$ cat src/rtl/core/rsb_pkg.sv
// ----------------------------------------------------------------------------
// rsb_pkg
// Fixed constants shared by the segment/box slab test.
// ----------------------------------------------------------------------------
package rsb_pkg;

	// entry parameter output width (Q0.16)
	localparam int EntryBits = 16;

endpackage

$ cat src/rtl/core/rsb_divider.sv
// ----------------------------------------------------------------------------
// rsb_divider
// Pipelined restoring divider for one slab parameter: one quotient bit per
// stage, signed result truncated toward zero and saturated to [-1, 2].
// ----------------------------------------------------------------------------
module rsb_divider
	import rsb_pkg::*;
#(
	parameter int NumBits  = 33,
	parameter int FracBits = 16
) (
	input  logic                       clk,
	input  logic signed [NumBits-1:0]  num,
	input  logic signed [NumBits-1:0]  den,
	output logic signed [FracBits+2:0] quo
);
	localparam int Stages = FracBits + 1;
	localparam int RBits  = NumBits + 1;
	localparam int QBits  = FracBits + 2;

	logic [RBits-1:0] r_s    [Stages+1];
	logic [RBits-1:0] d_s    [Stages+1];
	logic [QBits-1:0] q_s    [Stages+1];
	logic             neg_s  [Stages+1];
	logic             sat_s  [Stages+1];

	logic [NumBits-1:0] un, ud;
	logic [RBits-1:0]   un2;

	// magnitudes and early saturation
	always_comb begin
		un  = num[NumBits-1] ? NumBits'(-num) : NumBits'(num);
		ud  = den[NumBits-1] ? NumBits'(-den) : NumBits'(den);
		un2 = {1'b0, ud} << 1;
	end

	always_ff @(posedge clk) begin
		r_s[0]   <= {1'b0, un};
		d_s[0]   <= {1'b0, ud};
		q_s[0]   <= '0;
		neg_s[0] <= num[NumBits-1] ^ den[NumBits-1];
		sat_s[0] <= ({1'b0, un} >= un2);
	end

	// one quotient bit per stage; stage 0 yields the integer bit
	for (genvar i = 0; i < Stages; i++) begin : g_st
		logic [RBits-1:0] rn;
		logic             ge;
		always_comb begin
			rn = (i == 0) ? r_s[i] : (r_s[i] << 1);
			ge = rn >= d_s[i];
		end
		always_ff @(posedge clk) begin
			r_s[i+1]   <= ge ? rn - d_s[i] : rn;
			d_s[i+1]   <= d_s[i];
			q_s[i+1]   <= {q_s[i][QBits-2:0], ge};
			neg_s[i+1] <= neg_s[i];
			sat_s[i+1] <= sat_s[i];
		end
	end

	logic [QBits-1:0] mag;
	always_comb begin
		mag = sat_s[Stages] ? QBits'(2) << FracBits : q_s[Stages];
		if (neg_s[Stages] && mag > (QBits'(1) << FracBits))
			mag = QBits'(1) << FracBits;
		quo = neg_s[Stages] ? -$signed({1'b0, mag}) : $signed({1'b0, mag});
	end
endmodule

$ cat config.mk
export PLATFORM = sky130hd
export DESIGN_NAME = rsb_divider
export DESIGN_NICKNAME = d
export VERILOG_FILES = /design/src/rtl/core/rsb_pkg.sv /design/src/rtl/core/rsb_divider.sv
export SDC_FILE = /design/constraint.sdc
export NUM_CORES = 2
export LEC_CHECK = 0
export ABC_CLOCK_PERIOD_IN_PS = 3900
export BUFFER_PORTS_ARGS = -buffer_cell sky130_fd_sc_hd__clkbuf_2
export CORE_MARGIN = 2
export CORE_UTILIZATION = 30
export CTS_CLUSTER_SIZE = 25
export DETAILED_ROUTE_END_ITERATION = 7
export SYNTH_ARGS = -nofsm -noshare
export SYNTH_HDL_FRONTEND = slang
export SYNTH_SLANG_ARGS = --single-unit
$ cat constraint.sdc
create_clock -name clk -period 3.9 [get_ports clk]
set_input_delay 0.39 -clock clk [delete_from_list [all_inputs] [get_ports clk]]
set_output_delay 0.39 -clock clk [all_outputs]
set_load 0.005 [all_outputs]
==> results.sh <==
export IMPL_setup_viol=9
export IMPL_hold_end="d_s[0][1]"
export IMPL_dp_hpwl_mm=126
export IMPL_grt_use_total_pct=14.3
export IMPL_synth_seq_cells=1311
export IMPL_drive_above_1_share_pct=12.9
export IMPL_crit_type="register to output port"
export IMPL_synthToLayoutAreaGrowth_pct=17.3
export IMPL_worstPathMaxFanout=4
export IMPL_grt_max_degree=55
export IMPL_outcome="finished, violations left"
export IMPL_io_buffers=85
export IMPL_tightest_slew_ps=907
export IMPL_initial_core_util_pct=30.2
export IMPL_cp_required_ps=3510
export IMPL_num_rows=170
export IMPL_max_freq_mhz=244
export IMPL_period_needed_ps=4100
export IMPL_rsz0062_at_grt="yes"
export IMPL_hp_start="den[1]"
export IMPL_netlist_area_sq_um=64700
export IMPL_cts_tree="done"
export IMPL_grt_pass1_vias=51000
export IMPL_cellLeakagePower_nw=34.4
export IMPL_grt_overflow_total=0
export IMPL_routed_wl_mm=159
export IMPL_fin_nets=8062
export IMPL_cts_max_path_buffers=3
export IMPL_end_kind="output port"
export IMPL_final_util_pct=35.4
export IMPL_powerDensity_nw_per_um2=960
export IMPL_cts_sinks=1311
export IMPL_drt_antenna_violating_nets=0
export IMPL_yosysSeqAreaShare_pct=40.6
export IMPL_synthDistinctLibCells=88
export IMPL_viasPerCell=4.81
export IMPL_path_clk_slew_ps=60
export IMPL_finClkSkew_ps=28.9
export IMPL_setup_ws_ps=-196
export IMPL_hold_path_depth=4
export IMPL_coreArea_sq_um=214000
export IMPL_reg2reg_slack_ps=120
export IMPL_final_max_slew_viol_count=0
export IMPL_ys_warn_count=0
export IMPL_die_y_um=468
export IMPL_cts_buffers_inserted=141
export IMPL_start_kind="register"
export IMPL_die_x_um=468
export IMPL_vias=49800
export IMPL_r2r_end="r_s[16][4]"
export IMPL_preCtsSetupSlack_ps=-901
export IMPL_cp_arrival_ps=3710
export IMPL_ir_drop_mv=0.377
export IMPL_finalHoldViolCount=0
export IMPL_synth_cells=7015
export IMPL_grt_antenna_before_repair=2
export IMPL_htreeDepth=4
export IMPL_maxCapViolCount=0
export IMPL_drc=0
export IMPL_gp_congestion=0.956
export IMPL_drt_initial_drc_count=2152
export IMPL_synth_ff_type="dfxtp_1"
export IMPL_dieArea_sq_um=219000
export IMPL_grt_pass1_wl_mm=256
export IMPL_boundaryPins=86
export IMPL_postSynthAreaPerCell_sq_um=9.22
export IMPL_synth_edf_count=0
export IMPL_clk_insertion_delay_late_ps=790
export IMPL_cts_root_buf="clkbuf_16"
export IMPL_async_flop_share_pct=0
export IMPL_violations="negative setup slack"
export IMPL_n_antenna_cell=0
export IMPL_syn_num_nets=7693
export IMPL_wire_per_inst_um=15.4
export IMPL_slew_headroom_pct=38.8
export IMPL_hold_class="primary input to register"
export IMPL_n_fill_cell=21600
export IMPL_first_pass_iters=5
export IMPL_period_share_pct=105
export IMPL_final_cell_area_sq_um=75900
export IMPL_placed_cell_area_sq_um=69900
export IMPL_timing_rr_start="d_s[15][2]"
export IMPL_r2r_cells=11
==> sequential cells by signal, summed over array words and instances (netlist names) <==
name and count:
d_s 561, r_s 561, q_s 153, neg_s 18, sat_s 18
==> worst max-delay path, cell delays in order (launching register included) <==
cell     delay [ps]
dfxtp_2         320
or4_4           560
nor4b_4         290
buf_4           170
nand4_1         170
a31oi_4         300
nand2_2         110
ha_4            230
nor2_4          150
nor2_4           60
a41o_1          210
a21oi_2         110
buf_4           150
buf_8           100
==> layer usage <==
metal | vias up | routed length, um | global-route usage [%]
li1 | 25400 | - | -
met4 | 0 | 9020 | 7.99
met2 | 980 | 82200 | 27.5
met1 | 23000 | 63600 | 14.6
met3 | 443 | 4530 | 2.02
met5 | - | 0 | 0
==> timing repair <==
item / in CTS / in global routing
pin swaps: 15 / 16
resized for setup: 34 / 15
buffers inserted: 14 / 3
endpoints found under the setup margin: 12 / 51
hold endpoints to repair: 60 / 0
hold buffers: 64 / 0
==> area by class of cell <==
cell class              count  area (sq um)  area share (%)
repair buffers            369          2970            3.92
multi-input cells        4819         35400            46.6
inverters                 742          2790            3.67
well taps                2838          3550            4.68
flip-flops and latches   1311         26200            34.6
clock inverters            65           862            1.14
clock buffers             191          4080            5.38
==> cell usage after synthesis, types with 15 or more instances <==
cell	number	area share, %
a31oi_1	59	0.57
and4_1	20	0.27
dfxtp_1	1311	41
clkbuf_1	124	0.72
nand3_1	121	0.94
xor2_1	168	2.3
a21o_1	259	3.0
o31ai_1	53	0.62
and3_1	64	0.62
nor4_1	32	0.31
ha_1	595	12
inv_1	741	4.3
and2_1	36	0.35
nor3_1	118	0.91
a21boi_0	37	0.43
or2_2	29	0.28
a21oi_1	528	4.1
xnor2_1	309	4.2
a211o_1	24	0.33
o2111ai_1	19	0.26
o21bai_1	53	0.62
o211ai_1	32	0.37
nand4_1	67	0.65
o41ai_1	21	0.28
mux2i_1	21	0.33
or3_1	33	0.32
nand3b_1	15	0.17
nand2b_1	71	0.69
nor2_1	417	2.4
a211oi_1	78	0.91
nand2_1	426	2.5
o21ai_0	382	3.0
o31a_1	32	0.43
a31o_2	16	0.22
nor2b_1	63	0.61
o21a_1	90	1.0
fa_1	16	0.50
mux2_2	319	5.6
==> cells in the final DEF (no fill, tap or decap), drive strengths merged, types with 29 or more instances in the layout <==
cell / count
or3: 34
nand4: 67
and2: 37
o21bai: 53
clkinv: 35
nor3: 118
o211ai: 32
o21a: 90
dlygate4sd3: 64
nor2b: 63
o31a: 32
xor2: 168
mux2: 322
clkbuf: 273
a21o: 259
a31oi: 59
a21boi: 37
buf: 223
nand3: 121
dfxtp: 1311
o21ai: 386
nor4: 32
nor2: 417
a21oi: 528
nand2b: 72
o31ai: 54
inv: 752
and3: 64
xnor2: 309
a211oi: 79
nand2: 426
ha: 595
or2: 29
==> worst max-delay path by stage <==
stage               slack (ps)  startpoint  depth (start not counted)        to
finish                    -200  q_s[17][3]                         13    quo[4]
global route              -340  q_s[17][3]                         13    quo[4]
CTS                       -200  q_s[17][5]                         13    quo[4]
detailed placement        -900      num[7]                         17  sat_s[0]
global placement          -930      num[7]                         17  sat_s[0]
floorplan                 -380      num[7]                         16  sat_s[0]
==> kinds of logic (layout without fill, tap and decap cells) <==
family                     Yosys count  in the layout  synth area share, %
muxes                              343            343                 5.93
buffers and inverters              885           1367                 5.17
and+or+nand+nor                   1563           1563                 11.7
DFF                               1311           1311                 40.6
adders and majority gates          611            611                 12.0
xor gates and xnor gates           477            477                 6.46
AOI/OAI and AO/OA                 1825           1825                 18.2
==> report_power, final <==
group | internal (mW) | switching (mW)
Clock | 8.45 | 5.61
Sequential | 18.1 | 2.39
Combinational | 17.9 | 20.4
Total | 44.4 | 28.4
==> metrics by stage <==
step           TNS, ps  total power [mW]  hold WS [ps]  cells
6_report         -1190              72.9          71.3  10300
5_1_grt          -2770              78.5          49.8  10300
4_1_cts          -1190              73.2          1.81  10300
3_5_place_dp      -901              58.4           312   9998
3_3_place_gp      -934              58.0           311   9998
2_1_floorplan     -382              48.7           310   7015
No activity file was read; power rests on OpenSTA's default activity.
